**config.mk**
```make
export PLATFORM = sky130hd
export DESIGN_NAME = priority_event_task_scheduler_flat
export DESIGN_NICKNAME = d
export VERILOG_FILES = /design/src/rtl/pets_pkg.sv /design/src/rtl/pets_in_if.sv /design/src/rtl/pets_out_if.sv /design/src/rtl/priority_event_task_scheduler.sv /design/src/rtl/pets_ram.sv /design/src/flat_wrapper.sv
export SDC_FILE = /design/constraint.sdc
export NUM_CORES = 1
export LEC_CHECK = 0
export BUFFER_PORTS_ARGS = -buffer_cell sky130_fd_sc_hd__buf_2
export CORE_MARGIN = 10
export CORE_UTILIZATION = 56
export DETAILED_ROUTE_END_ITERATION = 12
export GPL_ROUTABILITY_DRIVEN = 0
export HOLD_SLACK_MARGIN = 0.06
export MAX_ROUTING_LAYER = met4
export PLACE_DENSITY_LB_ADDON = 0.1
export RECOVER_POWER = 25
export SYNTH_ARGS = -nofsm -noshare
export SYNTH_HDL_FRONTEND = slang
export SYNTH_SLANG_ARGS = --single-unit
export TNS_END_PERCENT = 50
```
**constraint.sdc**
```tcl
create_clock -name clk_i -period 3.1 [get_ports clk_i]
set_input_delay 0.31 -clock clk_i [delete_from_list [all_inputs] [get_ports clk_i]]
set_output_delay 0.31 -clock clk_i [all_outputs]
set_load 0.02 [all_outputs]
```
**src/rtl/pets_pkg.sv**
```systemverilog
package pets_pkg;

  // default slot count and the limit that the 4-bit task ids impose
  localparam int unsigned MaxTasksDef = 16;
  localparam int unsigned IdLimit     = 16;

  localparam int unsigned KindW   = 3;
  localparam int unsigned IdW     = 4;
  localparam int unsigned EventW  = 16;
  localparam int unsigned PrioW   = 8;
  localparam int unsigned StatusW = 2;

  typedef enum logic [KindW-1:0] {
    KindAdd   = 3'd0,
    KindSet   = 3'd1,
    KindClear = 3'd2,
    KindGet   = 3'd3,
    KindPoll  = 3'd4
  } kind_e;

  typedef enum logic [StatusW-1:0] {
    StOk   = 2'd0,
    StFull = 2'd1,
    StNone = 2'd2
  } status_e;

  typedef enum logic [2:0] {
    StIdle,
    StModify,
    StScan,
    StTake,
    StResp
  } state_e;

  typedef struct packed {
    logic [KindW-1:0]  kind;
    logic [IdW-1:0]    task_id;
    logic [EventW-1:0] event_mask;
    logic [PrioW-1:0]  priority_req;
    logic              has_handler;
  } item_t;

  typedef struct packed {
    logic [StatusW-1:0] status;
    logic [IdW-1:0]     result_task;
    logic [EventW-1:0]  result_events;
    logic               dispatch;
  } result_t;

endpackage

```
**src/rtl/pets_in_if.sv**
```systemverilog
interface pets_in_if
  import pets_pkg::*;
();
  logic  valid;
  logic  ready;
  item_t payload;

  modport source (output valid, output payload, input ready);
  modport sink   (input valid, input payload, output ready);
endinterface

```
**src/rtl/pets_out_if.sv**
```systemverilog
interface pets_out_if
  import pets_pkg::*;
();
  logic    valid;
  logic    ready;
  result_t payload;

  modport source (output valid, output payload, input ready);
  modport sink   (input valid, input payload, output ready);
endinterface

```
**src/rtl/priority_event_task_scheduler.sv**
```systemverilog
// Sequence: add, unknown-id, unused-kind and empty-table poll go from StIdle
// to StResp; set/clear/get pass through StModify; poll on a non-empty table
// scans in StScan (one slot per cycle through the single read port of the
// slot memories), then goes through StTake to StResp.
// Throughput: one item at a time; the next item is taken once the result is
// in the output register, which waits while an unaccepted result is held.
// Reset: asynchronous, clears control state and the task count; no clearing pass.
module priority_event_task_scheduler
  import pets_pkg::*;
#(
  parameter int unsigned MaxTasks = MaxTasksDef
) (
  input  logic       clk_i,
  input  logic       rst_ni,
  pets_in_if.sink    in_i,
  pets_out_if.source out_o
);

  localparam int unsigned Depth = (MaxTasks < IdLimit) ? MaxTasks : IdLimit;
  localparam int unsigned IdxW  = (Depth > 1) ? $clog2(Depth) : 1;
  localparam int unsigned CntW  = $clog2(Depth + 1);
  localparam int unsigned SlotW = PrioW + 1;

  state_e              state_q, state_d;
  item_t               item_q, item_d;
  result_t             res_q, res_d;
  logic [CntW-1:0]     cnt_q, cnt_d;
  logic [IdxW-1:0]     scan_q, scan_d;
  logic                found_q, found_d;
  logic [IdxW-1:0]     best_q, best_d;
  logic [PrioW-1:0]    best_pri_q, best_pri_d;
  logic [EventW-1:0]   best_ev_q, best_ev_d;
  logic                best_hnd_q, best_hnd_d;
  logic                out_valid_q, out_valid_d;
  result_t             out_q, out_d;

  // memory ports
  logic                slot_we, pend_we;
  logic [IdxW-1:0]     slot_waddr, pend_waddr, raddr;
  logic [SlotW-1:0]    slot_wdata, slot_rdata;
  logic [EventW-1:0]   pend_wdata, pend_rdata;

  logic                accept, known, scan_last, better;
  logic [PrioW-1:0]    rd_pri;

  pets_ram #(.Width(SlotW), .Depth(Depth)) u_slot_ram (
    .clk_i   (clk_i),
    .we_i    (slot_we),
    .waddr_i (slot_waddr),
    .wdata_i (slot_wdata),
    .raddr_i (raddr),
    .rdata_o (slot_rdata)
  );

  pets_ram #(.Width(EventW), .Depth(Depth)) u_pend_ram (
    .clk_i   (clk_i),
    .we_i    (pend_we),
    .waddr_i (pend_waddr),
    .wdata_i (pend_wdata),
    .raddr_i (raddr),
    .rdata_o (pend_rdata)
  );

  assign in_i.ready    = (state_q == StIdle);
  assign accept        = in_i.valid && (state_q == StIdle);
  assign out_o.valid   = out_valid_q;
  assign out_o.payload = out_q;

  // slot lookups
  assign known     = ({1'b0, in_i.payload.task_id} < (IdW + 1)'(cnt_q));
  assign scan_last = ((CntW'(scan_q) + CntW'(1)) == cnt_q);
  assign rd_pri    = slot_rdata[SlotW-1:1];
  assign better    = (pend_rdata != '0) && (!found_q || (rd_pri > best_pri_q));

  // sequencer: decode, read-modify-write and poll scan
  always_comb begin
    state_d    = state_q;
    item_d     = item_q;
    res_d      = res_q;
    cnt_d      = cnt_q;
    scan_d     = scan_q;
    found_d    = found_q;
    best_d     = best_q;
    best_pri_d = best_pri_q;
    best_ev_d  = best_ev_q;
    best_hnd_d = best_hnd_q;
    slot_we    = 1'b0;
    slot_waddr = cnt_q[IdxW-1:0];
    slot_wdata = {in_i.payload.priority_req, in_i.payload.has_handler};
    pend_we    = 1'b0;
    pend_waddr = cnt_q[IdxW-1:0];
    pend_wdata = '0;
    raddr      = in_i.payload.task_id[IdxW-1:0];

    case (state_q)
      StIdle: begin
        if (accept) begin
          item_d  = in_i.payload;
          res_d   = '0;
          state_d = StResp;
          case (in_i.payload.kind)
            KindAdd: begin
              if (cnt_q >= CntW'(Depth)) begin
                res_d.status = StFull;
              end else begin
                slot_we           = 1'b1;
                pend_we           = 1'b1;
                res_d.status      = StOk;
                res_d.result_task = IdW'(cnt_q);
                cnt_d             = cnt_q + CntW'(1);
              end
            end
            KindSet, KindClear, KindGet: begin
              if (known) begin
                state_d = StModify;
              end else begin
                res_d.status = StNone;
              end
            end
            KindPoll: begin
              raddr   = '0;
              scan_d  = '0;
              found_d = 1'b0;
              if (cnt_q != '0) begin
                state_d = StScan;
              end else begin
                res_d.status = StNone;
              end
            end
            default: begin
              res_d.status = StNone;
            end
          endcase
        end
      end

      StModify: begin
        pend_waddr   = item_q.task_id[IdxW-1:0];
        res_d.status = StOk;
        case (item_q.kind)
          KindSet: begin
            pend_we    = 1'b1;
            pend_wdata = pend_rdata | item_q.event_mask;
          end
          KindClear: begin
            pend_we    = 1'b1;
            pend_wdata = pend_rdata & ~item_q.event_mask;
          end
          default: begin
            res_d.result_events = pend_rdata;
          end
        endcase
        state_d = StResp;
      end

      StScan: begin
        // read data belongs to slot scan_q, next slot is fetched meanwhile
        raddr = scan_q + IdxW'(1);
        if (better) begin
          found_d    = 1'b1;
          best_d     = scan_q;
          best_pri_d = rd_pri;
          best_ev_d  = pend_rdata;
          best_hnd_d = slot_rdata[0];
        end
        scan_d = scan_q + IdxW'(1);
        if (scan_last) begin
          state_d = StTake;
        end
      end

      StTake: begin
        res_d = '0;
        if (found_q) begin
          pend_we             = 1'b1;
          pend_waddr          = best_q;
          res_d.status        = StOk;
          res_d.result_task   = IdW'(best_q);
          res_d.result_events = best_ev_q;
          res_d.dispatch      = best_hnd_q;
        end else begin
          res_d.status = StNone;
        end
        state_d = StResp;
      end

      StResp: begin
        if (!out_valid_q || out_o.ready) begin
          state_d = StIdle;
        end
      end

      default: begin
        state_d = StIdle;
      end
    endcase
  end

  // output register
  always_comb begin
    out_valid_d = out_valid_q;
    out_d       = out_q;
    if (out_valid_q && out_o.ready) begin
      out_valid_d = 1'b0;
    end
    if ((state_q == StResp) && (!out_valid_q || out_o.ready)) begin
      out_valid_d = 1'b1;
      out_d       = res_q;
    end
  end

  // control state
  always_ff @(posedge clk_i or negedge rst_ni) begin
    if (!rst_ni) begin
      state_q     <= StIdle;
      cnt_q       <= '0;
      found_q     <= 1'b0;
      out_valid_q <= 1'b0;
    end else begin
      state_q     <= state_d;
      cnt_q       <= cnt_d;
      found_q     <= found_d;
      out_valid_q <= out_valid_d;
    end
  end

  // payload registers
  always_ff @(posedge clk_i) begin
    item_q     <= item_d;
    res_q      <= res_d;
    scan_q     <= scan_d;
    best_q     <= best_d;
    best_pri_q <= best_pri_d;
    best_ev_q  <= best_ev_d;
    best_hnd_q <= best_hnd_d;
    out_q      <= out_d;
  end

endmodule

```
**src/rtl/pets_ram.sv**
```systemverilog
module pets_ram #(
  parameter int unsigned Width = 8,
  parameter int unsigned Depth = 16,
  localparam int unsigned AddrW = (Depth > 1) ? $clog2(Depth) : 1
) (
  input  logic             clk_i,
  input  logic             we_i,
  input  logic [AddrW-1:0] waddr_i,
  input  logic [Width-1:0] wdata_i,
  input  logic [AddrW-1:0] raddr_i,
  output logic [Width-1:0] rdata_o
);

  logic [Width-1:0] mem_q [Depth];

  // one write port, one registered read port
  always_ff @(posedge clk_i) begin
    if (we_i) begin
      mem_q[waddr_i] <= wdata_i;
    end
    rdata_o <= mem_q[raddr_i];
  end

endmodule
```
**src/flat_wrapper.sv**
```systemverilog
// flat-port wrapper written by rule: the top's interface ports become plain ports
module priority_event_task_scheduler_flat import pets_pkg::*;
#(
  parameter int unsigned MaxTasks = MaxTasksDef
)
  (clk_i, rst_ni, in_i_valid, in_i_payload, in_i_ready, out_o_valid, out_o_payload, out_o_ready);
  pets_in_if in_i_i ();
  pets_out_if out_o_i ();
  input  logic clk_i;
  input  logic rst_ni;
  input wire logic [$bits(in_i_i.valid)-1:0] in_i_valid;
  input wire logic [$bits(in_i_i.payload)-1:0] in_i_payload;
  output wire logic [$bits(in_i_i.ready)-1:0] in_i_ready;
  output wire logic [$bits(out_o_i.valid)-1:0] out_o_valid;
  output wire logic [$bits(out_o_i.payload)-1:0] out_o_payload;
  input wire logic [$bits(out_o_i.ready)-1:0] out_o_ready;
  assign in_i_i.valid = in_i_valid;
  assign in_i_i.payload = in_i_payload;
  assign in_i_ready = in_i_i.ready;
  assign out_o_valid = out_o_i.valid;
  assign out_o_payload = out_o_i.payload;
  assign out_o_i.ready = out_o_ready;
  priority_event_task_scheduler #(.MaxTasks(MaxTasks)) u_core (.clk_i(clk_i), .rst_ni(rst_ni), .in_i(in_i_i), .out_o(out_o_i));
endmodule
```
# Yosys cells after proc, flatten, opt, wreduce, memory -nomap -nowiden
# Memories as Yosys holds them, arrays and structs flattened. A register that Yosys moved wholly into a read port is not among the register bits.
# Cells that the tools add are included.
# W data, S select, Z words.
[op_classes]
n_addsub = 3
magnitude_cmp = 3
muxes = 48
reduce_logical = 28
bitwise_logic = 4
eq_ne = 17
[op_table]
columns = ["cell", "n"]
rows = [
  ["$pmux W16 S3", 1],
  ["$mux W16", 2],
  ["$pmux W16 S2", 1],
  ["$pmux W4 S2", 4],
  ["$mux W4", 7],
  ["$mux W23", 1],
  ["$mux W21", 1],
  ["$and A16 B16 Y16", 1],
  ["$mux W1", 16],
  ["$not A16 Y16", 1],
  ["$or A16 B16 Y16", 1],
  ["$reduce_bool A16 Y1", 1],
  ["$eq A3 B2 Y1 const B", 5],
  ["$mux W3", 5],
  ["$pmux W2 S3", 2],
  ["$pmux W3 S4", 1],
  ["$ne A2 B1 Y1 const B", 5],
  ["$eq A3 B1 Y1 const B", 3],
  ["$reduce_and A3 Y1", 3],
  ["$gt A8 B8 Y1", 1],
  ["$reduce_and A2 Y1", 4],
  ["$reduce_and A4 Y1", 2],
  ["$eq A3 B3 Y1 const B", 2],
  ["$logic_not A3 Y1", 2],
  ["other kinds (20)", 31],
]
[word_totals]
inputBits = 36
mem_count = 2
reg_bits = 112
word_cells = 125
out_inout_bits = 25
ramBits = 400
[memory_table]
columns = ["memory", "words", "width", "read_ports", "rd_ports_with_merged_regs", "write_ports", "line", "source"]
rows = [
  ["u_core.u_pend_ram.mem_q", 16, 16, 1, 1, 1, "pets_ram.sv:14", "logic [Width-1:0] mem_q [Depth];"],
  ["u_core.u_slot_ram.mem_q", 16, 9, 1, 1, 1, "pets_ram.sv:14", ""],
]

# Depth between registers and ports, before layout
# Gate-level depths: netlist (run 1).
[depth]
depth_word = 7
mapped_depth = 10
mapped_depth_nobuf = 8

# Hierarchy
# Synthesis (run 1) repeated with hierarchy kept, for this count alone.
[unflattened]
cells_unflattened = 1004
area_unflattened_um2 = 20597.3
[by_module_without_submodules]
columns = ["module", "area_per_inst_um2", "cells_each", "instances", "seq_area_each_um2"]
rows = [
  ["pets_ram (u_core.u_pend_ram)", 10042.1, 432, 1, 8007.7],
  ["pets_ram (u_core.u_slot_ram)", 5780.5, 254, 1, 4504.3],
  ["priority_event_task_scheduler", 4774.6, 318, 1, 3313.2],
]

# Worst setup path before layout (run 1)
# OpenSTA, ideal clock, no wires.
[synth_path]
kind = "register to register"
from = "register u_core.state_q[0]"
to = "memory u_core.u_pend_ram.mem_q[3][0] in the netlist's numbering, enable pin"
required_ns = 2.712
n_path_buf = 1
path_slack_ns = 0.044
synth_period_minus_slack_ns = 3.056
path_stages_with_launch = 9
setup_time_ns = 0.388
t_arrival_ns = 2.667
cell_sequence = "dfrtp_1 > buf_6 > or3_4 > clkinv_2 > nand2_4 > nor4_4 > a211o_2 > or3b_4 > nor2_1"
[synth_between]
elab_chain_len = 6
word_cells_on_any_way = 9
classes_between = "2 x eq/ne; 5 x mux; 2 x reduce/logical"
[synth_lines]
columns = ["element", "line", "source"]
rows = [
  ["start: declaration", "priority_event_task_scheduler.sv:24", "state_e state_q, state_d;"],
  ["start signal: assignment", "priority_event_task_scheduler.sv:215", "state_q <= StIdle;"],
  ["start signal: assignment", "priority_event_task_scheduler.sv:220", "state_q <= state_d;"],
  ["$logic_not A3 Y1 (*)", "-", ""],
  ["named net in_i_ready", "flat_wrapper.sv:13", "output wire logic [$bits(in_i_i.ready)-1:0] in_i_ready;"],
  ["$logic_and A1 B1 Y1", "priority_event_task_scheduler.sv:65", "assign accept = in_i.valid && (state_q == StIdle);"],
  ["$mux W1", "priority_event_task_scheduler.sv:97", "if (accept) begin"],
  ["$pmux W1 S3 (*)", "priority_event_task_scheduler.sv:95", "case (state_q)"],
  ["$mux W1 (*)", "pets_ram.sv:18", "if (we_i) begin"],
  ["$mux W1 (not written as such) (*)", "pets_ram.sv:19", "mem_q[waddr_i] <= wdata_i;"],
  ["end: declaration", "pets_ram.sv:14", ""],
]
# Mark *: on every way through the listed nets, which the timed path passes. The rest lies on a longest branch.

# Worst setup path after layout (run 1)
[layout_path]
from = "register u_core.scan_q[0]"
to = "register u_core.u_pend_ram.rdata_o[13] (read register of u_core.u_pend_ram.mem_q)"
[layout_between]
elab_chain_len = 2
[layout_lines]
columns = ["element", "line", "source"]
rows = [
  ["start: declaration", "priority_event_task_scheduler.sv:28", "logic [IdxW-1:0] scan_q, scan_d;"],
  ["start signal: assignment", "priority_event_task_scheduler.sv:231", "scan_q <= scan_d;"],
  ["$add A4 B1 Y4", "priority_event_task_scheduler.sv:158", "raddr = scan_q + IdxW'(1);"],
  ["$pmux W4 S2", "priority_event_task_scheduler.sv:95", ""],
  ["end: declaration", "pets_ram.sv:11", "output logic [Width-1:0] rdata_o"],
]
# No other way between the ends.
# A chain may end at the register's enable or synchronous reset.

==> results of run 1 <==
## layout by cell type (no fill, tap or decap), types with 4 or more instances in the layout
cell / netlist / final
nor2_1: 58 / 51
inv_1: 17 / 17
dfrtp_1: 10 / 10
xnor2_1: 7 / 7
clkinv_2: 1 / 8
and3_1: 52 / 52
clkinv_1: 0 / 12
a21oi_1: 15 / 13
mux2i_1: 91 / 91
nor2b_1: 5 / 5
ha_1: 16 / 16
buf_12: 0 / 17
nor2_2: 2 / 6
a221o_1: 25 / 25
clkbuf_8: 0 / 4
edfxtp_1: 502 / 502
a31oi_1: 53 / 53
a32o_1: 25 / 25
clkbuf_16: 0 / 54
nor3_1: 8 / 8
a21o_1: 7 / 6
o21ai_0: 8 / 8
a22o_1: 22 / 22
nand2_1: 319 / 319
buf_2: 33 / 17
dfxtp_1: 25 / 25
buf_4: 7 / 63
nor4_1: 4 / 4
dlygate4sd3_1: 0 / 26
nand3_1: 60 / 60
clkbuf_1: 38 / 59
nand2b_1: 5 / 5
nand4_1: 4 / 4
## state kept, by name (all words and copies together) (netlist names)
register / count
u_core.best_ev_q: 16
u_core.best_hnd_q: 1
u_core.best_pri_q: 8
u_core.best_q: 4
u_core.cnt_q: 5
u_core.found_q: 1
u_core.item_q: 23
u_core.out_o.payload: 23
u_core.out_o.valid: 1
u_core.res_q: 23
u_core.scan_q: 4
u_core.state_q: 3
u_core.u_pend_ram.mem_q: 256
u_core.u_pend_ram.rdata_o: 16
u_core.u_slot_ram.mem_q: 144
u_core.u_slot_ram.rdata_o: 9
## power by group through the flow
stage	clock [W]	combinational (W)	sequential, W
2_1_floorplan	0	0.00261	0.00927
3_3_place_gp	0	0.00400	0.00934
3_5_place_dp	0	0.00405	0.00936
4_1_cts	0.00620	0.00409	0.00921
5_1_grt	0.00651	0.00442	0.00929
6_report	0.00610	0.00403	0.00923
## stage by stage
stage	utilization	cell area (µm²)	power, W
3_5_place_dp	0.602	22600	0.0134
3_3_place_gp	0.602	22600	0.0133
4_1_cts	0.654	24500	0.0195
5_1_grt	0.652	24400	0.0202
2_1_floorplan	-	21100	0.0119
6_report	0.652	24400	0.0194
## cell type report
type / instances / area [µm²] / share of cell area
sequential: 537 / 15800 / 0.648
inverter: 18 / 68.8 / 0.00282
tap: 511 / 639 / 0.0262
clock inverter: 26 / 199 / 0.00814
multi-input combinational: 818 / 4920 / 0.201
clock buffer: 73 / 1460 / 0.0599
timing repair buffer: 167 / 1320 / 0.0542
## routing by layer
| layer | GRT usage | vias up |
|---|---|---|
| met5 | - | - |
| met4 | 0.0702 | 0 |
| met3 | 0.0379 | 86 |
| met2 | 0.324 | 473 |
| met1 | 0.303 | 6119 |
| li1 | - | 5736 |
## cell families (layout without fill, tap and decap cells)
group,count (synthesis),in the layout,synth area share
flops,537,537,0.748
buf+inv,99,284,0.0215
simple gates,534,534,0.112
mux,91,91,0.0431
compound gates,168,168,0.0617
fa+ha+maj,16,16,0.00947
xor+xnor,9,9,0.00373
## timing repair
action | CTS | global route
endpoints found under the setup margin | 0 | 0
hold endpoints to repair | 65 | 0
hold buffers | 26 | 0
## worst max-delay path, stage by stage (launching register included)
cell	delay [ns]
edfxtp_1	0.46
ha_1	0.37
nand4bb_1	0.22
o211ai_1	0.23
buf_12	0.19
buf_4	0.32
mux2i_1	0.27
mux2i_1	0.11
a32o_1	0.23
a221o_1	0.25
## worst max path at each step
stage / cells past startpoint / slack, ns / startpoint / endpoint
after floorplan: 8 / 0.04 / u_core.state_q[0] / u_core.u_pend_ram.mem_q[3][0]
after global placement: 9 / 0.49 / u_core.scan_q[0] / u_core.u_pend_ram.rdata_o[9]
after detailed placement: 9 / 0.41 / u_core.scan_q[0] / u_core.u_pend_ram.rdata_o[0]
after CTS: 9 / 0.35 / u_core.scan_q[0] / u_core.u_pend_ram.rdata_o[13]
after global routing: 9 / 0.20 / u_core.scan_q[0] / u_core.u_pend_ram.rdata_o[0]
final: 9 / 0.34 / u_core.scan_q[0] / u_core.u_pend_ram.rdata_o[13]
==> results_dict.tcl, run 1 <==
set metrics [dict create \
    status "finished clean" \
    synthesis.area_um2 21100 \
    maxCapViolCount 0 \
    vias 12414 \
    grt_max_degree 65 \
    ys_ff_latch 537 \
    synth_top_area_share 0.713 \
    cts_setup_buffers 0 \
    fin_crit_sh 0.890 \
    syn-instance-count 1454 \
    cts-root-buf "clkbuf_16" \
    cts_inserted_buffers 53 \
    rsz0062_at_grt "no" \
    layout-drive-gt1-share 0.117 \
    holdPathEnd "u_core.state_q[1]" \
    setup_violations 0 \
    antenna_cells 0 \
    finalHoldViolCount 0 \
    dp_slack_ns 0.412 \
    clkLatencyLatePin_ns 0.61 \
    h-tree-depth 2 \
    drc 0 \
    rrSetupSlack_ns 0.34 \
    rr_endpoint "u_core.u_pend_ram.rdata_o[13]" \
    drt_first_pass_iters 5 \
    synth_top_area_cell "edfxtp_1" \
    final_nets 1647 \
    fin_crit_ns 2.76 \
    whs_ns 0.161 \
    dieHeight_um 214 \
    drv_slew 0 \
    cp-end-kind "flop" \
    synth.most_common_cell "edfxtp_1" \
    die_area_um2 45900 \
    cp.required_ns 3.59 \
    ys_top_cells_by_count "edfxtp_1 (502), nand2_1 (319), mux2i_1 (91)" \
    antenna_found_initial 0 \
    syn_to_final_growth_pct 15.6 \
    cts_tree "done" \
    die_x_um 214 \
    dp_hpwl_um 28800 \
    crit_fanout 23 \
    slew_headroom 0.224 \
    pin_count 61 \
    setup_tns_ns 0 \
    initial_utilization 0.564 \
    synth-main-ff-cell "edfxtp_1" \
    grt.overflow.total 0 \
    drtIter0Drc 1156 \
    finalClockSkew_ns 0.0261 \
    intPower_w 0.0136 \
    p_sw_w 0.00572 \
    synth_nets 1506 \
    rows 71 \
    setup_slack_ns 0.341 \
    ys_async_sr_fraction 0.0186 \
    power_frac_comb 0.208 \
    port_buffers 60 \
    fin_cells 2150 \
    grt_pass1_vias 12269 \
    vdd_drop_max_mv 0.449 \
    cts_resized 0 \
    worstRegToRegCells 9 \
    min_path_cells 3 \
    vias_per_cell 5.77 \
    synthTopCellsByArea "edfxtp_1 (71%), nand2_1 (5.7%), mux2i_1 (4.3%)" \
    path_clk_slew_ns 0.06 \
    detail_route.wirelength_um 48700 \
    power_frac_clock 0.315 \
    synth-edff-count 502 \
    wl_per_cell_um 22.7 \
    coreArea_um2 37500 \
    dp_cells 2025 \
    avgSynthCellArea_um2 14.5 \
    seqPwrFrac 0.477 \
    fmax_ghz 0.362 \
    antenna_left 0 \
    min_path_type "input pin to flop" \
    dr_wl_met3_um 3870 \
    crit_type "flop to flop" \
    ys_seq_area_frac 0.748 \
    power_leakage_nw 9.07 \
    cp.arrival_ns 3.25 \
    grt_use_total 0.218 \
    nFillCells 2748 \
    grt_pass1_wl_um 75100 \
    critPathLaunchType "flop" \
    yosysUniqueCellTypes 54 \
    switching_share 0.295 \
    top_layer "met4" \
    regToRegStartpoint "u_core.scan_q[0]" \
    clockBufferDepth 3 \
    power_density_nw_per_um2 792 \
    yosys_warnings 0 \
    worstHoldStart "in_i_valid" \
    clkSinkCount 537 \
    met2_length_um 22100 \
    wl_met1_um 21500 \
    worstMarginPinSlew_ns 1.16 \
]
No activity file was read; power rests on OpenSTA's default activity.
==> inputs of run 2 (changes only) <==
ABC_AREA = 1   (was not set)
GPL_TIMING_DRIVEN = 0   (was not set)
==> results_dict.tcl, run 2 <==
set metrics [dict create \
    status "finished clean" \
    power_leakage_nw 10.6 \
    dp_hpwl_um 41100 \
    critPathLaunchType "flop" \
    final_cell_mix "edfxtp_1 (502), nand2_1 (471), nand3_1 (460)" \
    antenna_cells 0 \
    dp_cells 2634 \
    largest-register "u_core.u_pend_ram.mem_q" \
    cts_inserted_buffers 53 \
    multi_input_area_um2 5550 \
    avgSynthCellArea_um2 11.2 \
    intPower_w 0.0141 \
    drv_slew 0 \
    die_x_um 221 \
    grt_pass1_wl_um 91700 \
    fin_crit_ns 3.07 \
    top_layer "met4" \
    clkSinkCount 537 \
    grt.overflow.total 0 \
    crit_type "flop to flop" \
    synth-edff-count 502 \
    layout-drive-gt1-share 0.123 \
    stdcell_area_um2 26300 \
    worstMarginPinSlew_ns 1.20 \
    yosysUniqueCellTypes 34 \
    antenna_left 0 \
    fmax_ghz 0.326 \
    drc 0 \
    path_cells "inv_1 > nor2_2 > inv_2 > nor2_1 > buf_2 > nand2_1 > clkbuf_1 > a211oi_2 > buf_6" \
    ys_top_cells_by_count "edfxtp_1 (502), nand2_1 (471), nand3_1 (465)" \
    drt_first_pass_iters 6 \
    fin_util 0.660 \
    detail_route.wirelength_um 60500 \
    crit_slowest_cell "a211oi_2" \
    cp.arrival_ns 3.51 \
    grt_pass1_vias 15486 \
    wl_per_cell_um 21.8 \
    cts-root-buf "clkbuf_16" \
    finalClockSkew_ns 0.0263 \
    reg_top3 "u_core.u_pend_ram.mem_q x256, u_core.u_slot_ram.mem_q x144" \
    place_area_um2 23900 \
    fin_crit_sh 0.990 \
    die_area_um2 48900 \
    ys_ff_latch 537 \
    regArea_um2 15800 \
    finalHoldViolCount 0 \
    initial_utilization 0.569 \
    synthTopCellsByArea "edfxtp_1 (67%), nand3_1 (10%), nand2_1 (7.8%)" \
    cp-end-kind "flop" \
    critical_path.max_stage_delay_ns 0.70 \
    ys_async_sr_fraction 0.0186 \
    dp_slack_ns -0.594 \
    synth_top_area_share 0.666 \
    wl_met1_um 23600 \
    dieHeight_um 221 \
    power_frac_comb 0.302 \
    setup_slack_ns 0.0301 \
    coreArea_um2 39800 \
    switching_share 0.356 \
    cts_tree "done" \
    rsz0062_at_grt "yes" \
    vdd_drop_max_mv 0.365 \
    fin_cells 2779 \
    syn-instance-count 2031 \
    dr_wl_met3_um 5830 \
    synthesis.area_um2 22600 \
    synth.most_common_cell "edfxtp_1" \
    clkLatencyLatePin_ns 0.61 \
    ys_seq_area_frac 0.699 \
    clockBufferDepth 3 \
    crit_fanout 10 \
    rows 73 \
    final_common_cell "edfxtp_1" \
    vias_per_cell 5.68 \
    h-tree-depth 2 \
    largest_reg_flops 256 \
    met2_length_um 29200 \
    power_density_nw_per_um2 830 \
    syn_to_final_growth_pct 16.0 \
    vias 15772 \
    seqPwrFrac 0.420 \
    grt_max_degree 22 \
    antenna_found_initial 0 \
    setup_violations 0 \
    power.total_w 0.0218 \
    synth-main-ff-cell "edfxtp_1" \
    min_path_type "input pin to flop" \
    port_buffers 60 \
    cp_num_buf_inv 5 \
    grt_use_total 0.249 \
    yosys_warnings 0 \
    path_clk_slew_ns 0.06 \
    synth_top_area_cell "edfxtp_1" \
    p_sw_w 0.00776 \
    nFillCells 2968 \
    maxCapViolCount 0 \
    final_nets 2262 \
    slew_headroom 0.199 \
    synth_nets 2083 \
    cp_top_family "buffers and inverters" \
    pin_count 61 \
    power_frac_clock 0.278 \
    cp.required_ns 3.54 \
    drtIter0Drc 1889 \
]
## run 2: cell types whose count changed in the layout (fill, tap and decap cells not counted), sizes merged, moves of 13 or more
| cell | delta |
|---|---|
| buf | +48 |
| nor2 | +18 |
| and3 | -52 |
| nand3 | +405 |
| a32o | -13 |
| a211oi | +16 |
| a31oi | -53 |
| a22o | -20 |
| a221o | -25 |
| nand2 | +152 |
| mux2i | -91 |
| clkbuf | +17 |
| inv | +244 |
## run 2: final cells by class
cell class	count	area share
timing repair buffer	123	0.0402
tap	525	0.0250
buffer	111	0.0226
sequential	537	0.602
clock buffer	70	0.0545
inverter	261	0.0373
multi-input combinational	1123	0.211
clock inverter	29	0.00690
## run 2: power by group through the flow
| stage | clock, W | sequential [W] | combinational (W) |
|---|---|---|---|
| 2_1_floorplan | 0 | 0.00929 | 0.00387 |
| 3_3_place_gp | 0 | 0.00928 | 0.00605 |
| 3_5_place_dp | 0 | 0.00931 | 0.00627 |
| 4_1_cts | 0.00612 | 0.00916 | 0.00642 |
| 5_1_grt | 0.00643 | 0.00923 | 0.00710 |
| 6_report | 0.00607 | 0.00916 | 0.00658 |
## run 2: worst paths after layout
kind,slack (ns),endpoint,from,depth (start not counted)
setup reg to reg,0.03,u_core.u_pend_ram.mem_q[15][10],u_core.state_q[0],9
hold reg to reg,0.41,u_core.best_hnd_q,u_core.u_slot_ram.rdata_o[0],0
setup / recovery,0.03,u_core.u_pend_ram.mem_q[15][10],u_core.state_q[0],9
min in group asynchronous,0.25,u_core.out_o.valid,rst_ni,2
max in group asynchronous,2.45,u_core.cnt_q[3],rst_ni,2
hold / removal,0.13,u_core.state_q[0],in_i_valid,5
## run 2: tightest hold or removal path, delay by kind of cell
kind | cells | cell delay [ns]
simple gates | 3 | 0.23
buf+inv | 2 | 0.13
## run 2: metrics by stage
step           hold slack (ns)  setup TNS (ns)
2_1_floorplan           0.0144               0
3_3_place_gp             0.198         -330.32
3_5_place_dp             0.194         -168.64
4_1_cts                 0.0981           -2.96
5_1_grt                  0.181           -3.20
6_report                 0.132               0
## run 2: metal layers
metal  vias up  GRT usage
met3       143     0.0427
met4         0     0.0918
li1       7286          -
met2       754      0.397
met5         -          -
met1      7589      0.318
## run 2: what timing repair did
item                                    CTS  global route
endpoints found under the setup margin  391           458
setup buffers                            16             4
gates resized for setup                  28            18
pin swaps                                14             4
gates cloned                              1             0
endpoints found under the hold margin    34             0
hold buffers                             25             0
## run 2: cell families after synthesis
| logic type | synth area share |
|---|---|
| simple gates | 0.198 |
| buf+inv | 0.0693 |
| fa+ha+maj | 0.00884 |
| xor+xnor | 0.00309 |
| flops | 0.699 |
| compound gates | 0.0220 |
==> inputs of run 3 (changes only) <==
CORE_UTILIZATION = 62   (was 56)
clock period = 3.3 ns   (was 3.1 ns; I/O delays follow)
==> results_dict.tcl, run 3 (synthesis results as in run 2) <==
set metrics [dict create \
    status "finished with violations" \
    failed_checks "negative setup slack" \
    endpoint "u_core.u_pend_ram.mem_q[11][2]" \
    initial_utilization 0.632 \
    dp_slack_ns -0.121 \
    grt_pass1_wl_um 90200 \
    rr_endpoint "u_core.u_pend_ram.mem_q[11][2]" \
    drtIter0Drc 1895 \
    cp-end-kind "flop" \
    cp-startpoint "u_core.state_q[0]" \
    worstMarginPinSlew_ns 1.29 \
    wl_per_cell_um 22.1 \
    top_usage_layer "met2" \
    dp_cells 2579 \
    cp_num_buf_inv 3 \
    rsz0062_at_grt "yes" \
    detail_route.wirelength_um 59900 \
    finalClockSkew_ns 0.0250 \
    crit_fanout 11 \
    drv_slew 0 \
    syn_to_final_growth_pct 15.8 \
    switching_share 0.351 \
    use_met1 0.343 \
    grt_util_met2 0.440 \
    min_path_type "input pin to flop" \
    path_cells "inv_1 > nor2_2 > inv_2 > nor2_2 > nand2_1 > nor2_1 > a21oi_1 > o21ai_1 > nand3_1 > nor2_4 > buf_8" \
    worstRegToRegCells 11 \
    die_x_um 211 \
    vdd_drop_max_mv 0.451 \
    finalHoldViolCount 0 \
    largest-register "u_core.u_pend_ram.mem_q" \
    antenna_left 0 \
    final_common_cell "edfxtp_1" \
    h-tree-depth 2 \
    die_area_um2 44600 \
    regToRegStartpoint "u_core.state_q[0]" \
    nFillCells 2412 \
    critPathLaunchType "flop" \
    worstSetupPathDepth 11 \
    cts-root-buf "clkbuf_16" \
    antenna_cells 0 \
    critical_path.max_stage_delay_ns 0.52 \
    grt_use_total 0.277 \
    drc 0 \
    path_common_cell "nor2_2" \
    maxCapViolCount 0 \
    grt.overflow.total 0 \
    stdcell_area_um2 26200 \
    coreArea_um2 35800 \
    fin_cells 2713 \
    vias 15810 \
    vias_per_cell 5.83 \
    setup_slack_ns -0.123 \
    intPower_w 0.0135 \
    cts_tree "done" \
    power_leakage_nw 10.7 \
    rows 69 \
    drt_first_pass_iters 5 \
    crit_type "flop to flop" \
    power_frac_clock 0.292 \
    dp_hpwl_um 40800 \
    fmax_ghz 0.292 \
    setup_violations 26 \
    final_nets 2260 \
    cp_top_family "simple AND/OR/NAND/NOR gates" \
    port_buffers 60 \
    seqPwrFrac 0.414 \
    fin_crit_sh 1.04 \
    slew_headroom 0.137 \
    final_cell_mix "edfxtp_1 (502), nand2_1 (471), nand3_1 (463)" \
    power_frac_comb 0.293 \
    met3_usage 0.0583 \
    layout-drive-gt1-share 0.125 \
    rrSetupSlack_ns -0.12 \
    cts_inserted_buffers 54 \
    reg_top3 "u_core.u_pend_ram.mem_q x256, u_core.u_slot_ram.mem_q x144" \
    clockBufferDepth 3 \
    cp.arrival_ns 3.73 \
    path_clk_slew_ns 0.06 \
    crit_slowest_cell "nand3_1" \
    p_sw_w 0.00729 \
    pin_count 61 \
    grt_max_degree 30 \
    clkLatencyLatePin_ns 0.61 \
    power_density_nw_per_um2 792 \
    fin_util 0.732 \
    fin_crit_ns 3.42 \
    dieHeight_um 211 \
    cp.required_ns 3.60 \
    place_area_um2 24000 \
    whs_ns 0.159 \
    antenna_found_initial 0 \
    clkSinkCount 537 \
    largest_reg_flops 256 \
    grt_pass1_vias 15448 \
]
==> run 3: what timing repair did <==
| item | in CTS | in global routing |
|---|---|---|
| endpoints found under the hold margin | 34 | 0 |
| setup buffers | 0 | 9 |
| pin swaps | 0 | 5 |
| resized for setup | 6 | 27 |
| endpoints found under the setup margin | 132 | 355 |
| hold buffers | 25 | 0 |
==> run 3: area by class of cell <==
cell class / count / area [µm²] / area share
flip-flops and latches: 537 / 15800 / 0.603
clock inverters: 24 / 186 / 0.00711
well taps: 461 / 577 / 0.0220
plain buffers: 111 / 589 / 0.0225
clock buffers: 76 / 1580 / 0.0603
inverters: 261 / 980 / 0.0374
repair buffers: 121 / 977 / 0.0373
multi-input cells: 1122 / 5510 / 0.210
==> run 3: through the flow <==
stage | power, W | setup TNS [ns]
after floorplan | 0.0123 | -22.15
after global placement | 0.0143 | -526.75
after detailed placement | 0.0146 | -10.62
after CTS | 0.0206 | -6.61
after global routing | 0.0216 | -21.18
final | 0.0208 | -2.39
==> run 3: how the worst min path moves through the flow <==
stage,start,endpoint,depth (start not counted)
4_1_cts,rst_ni,u_core.state_q[0],2
2_1_floorplan,rst_ni,u_core.cnt_q[0],0
6_report,in_i_valid,u_core.state_q[0],5
3_5_place_dp,rst_ni,u_core.state_q[1],1
3_3_place_gp,rst_ni,u_core.out_o.valid,1
5_1_grt,in_i_valid,u_core.state_q[0],5
==> run 3: power by group through the flow <==
stage          registers, W  clock network (W)  logic, W
3_5_place_dp        0.00874                  0   0.00583
6_report            0.00860            0.00606   0.00609
2_1_floorplan       0.00873                  0   0.00361
3_3_place_gp        0.00872                  0   0.00561
4_1_cts             0.00860            0.00608   0.00591
5_1_grt             0.00867            0.00636   0.00660
==> run 3: worst min-delay path, stage by stage <==
cell	delay [ns]
buf_2	0.09
nor2_1	0.04
inv_1	0.05
nand3_1	0.10
nor2_1	0.10
==> run 3: routing by layer <==
| metal | share of wire | wire length (µm) |
|---|---|---|
| met1 | 0.38 | 22800 |
| met2 | 0.47 | 28400 |
| met3 | 0.11 | 6380 |
| met4 | 0.039 | 2320 |
| met5 | 0 | 0 |
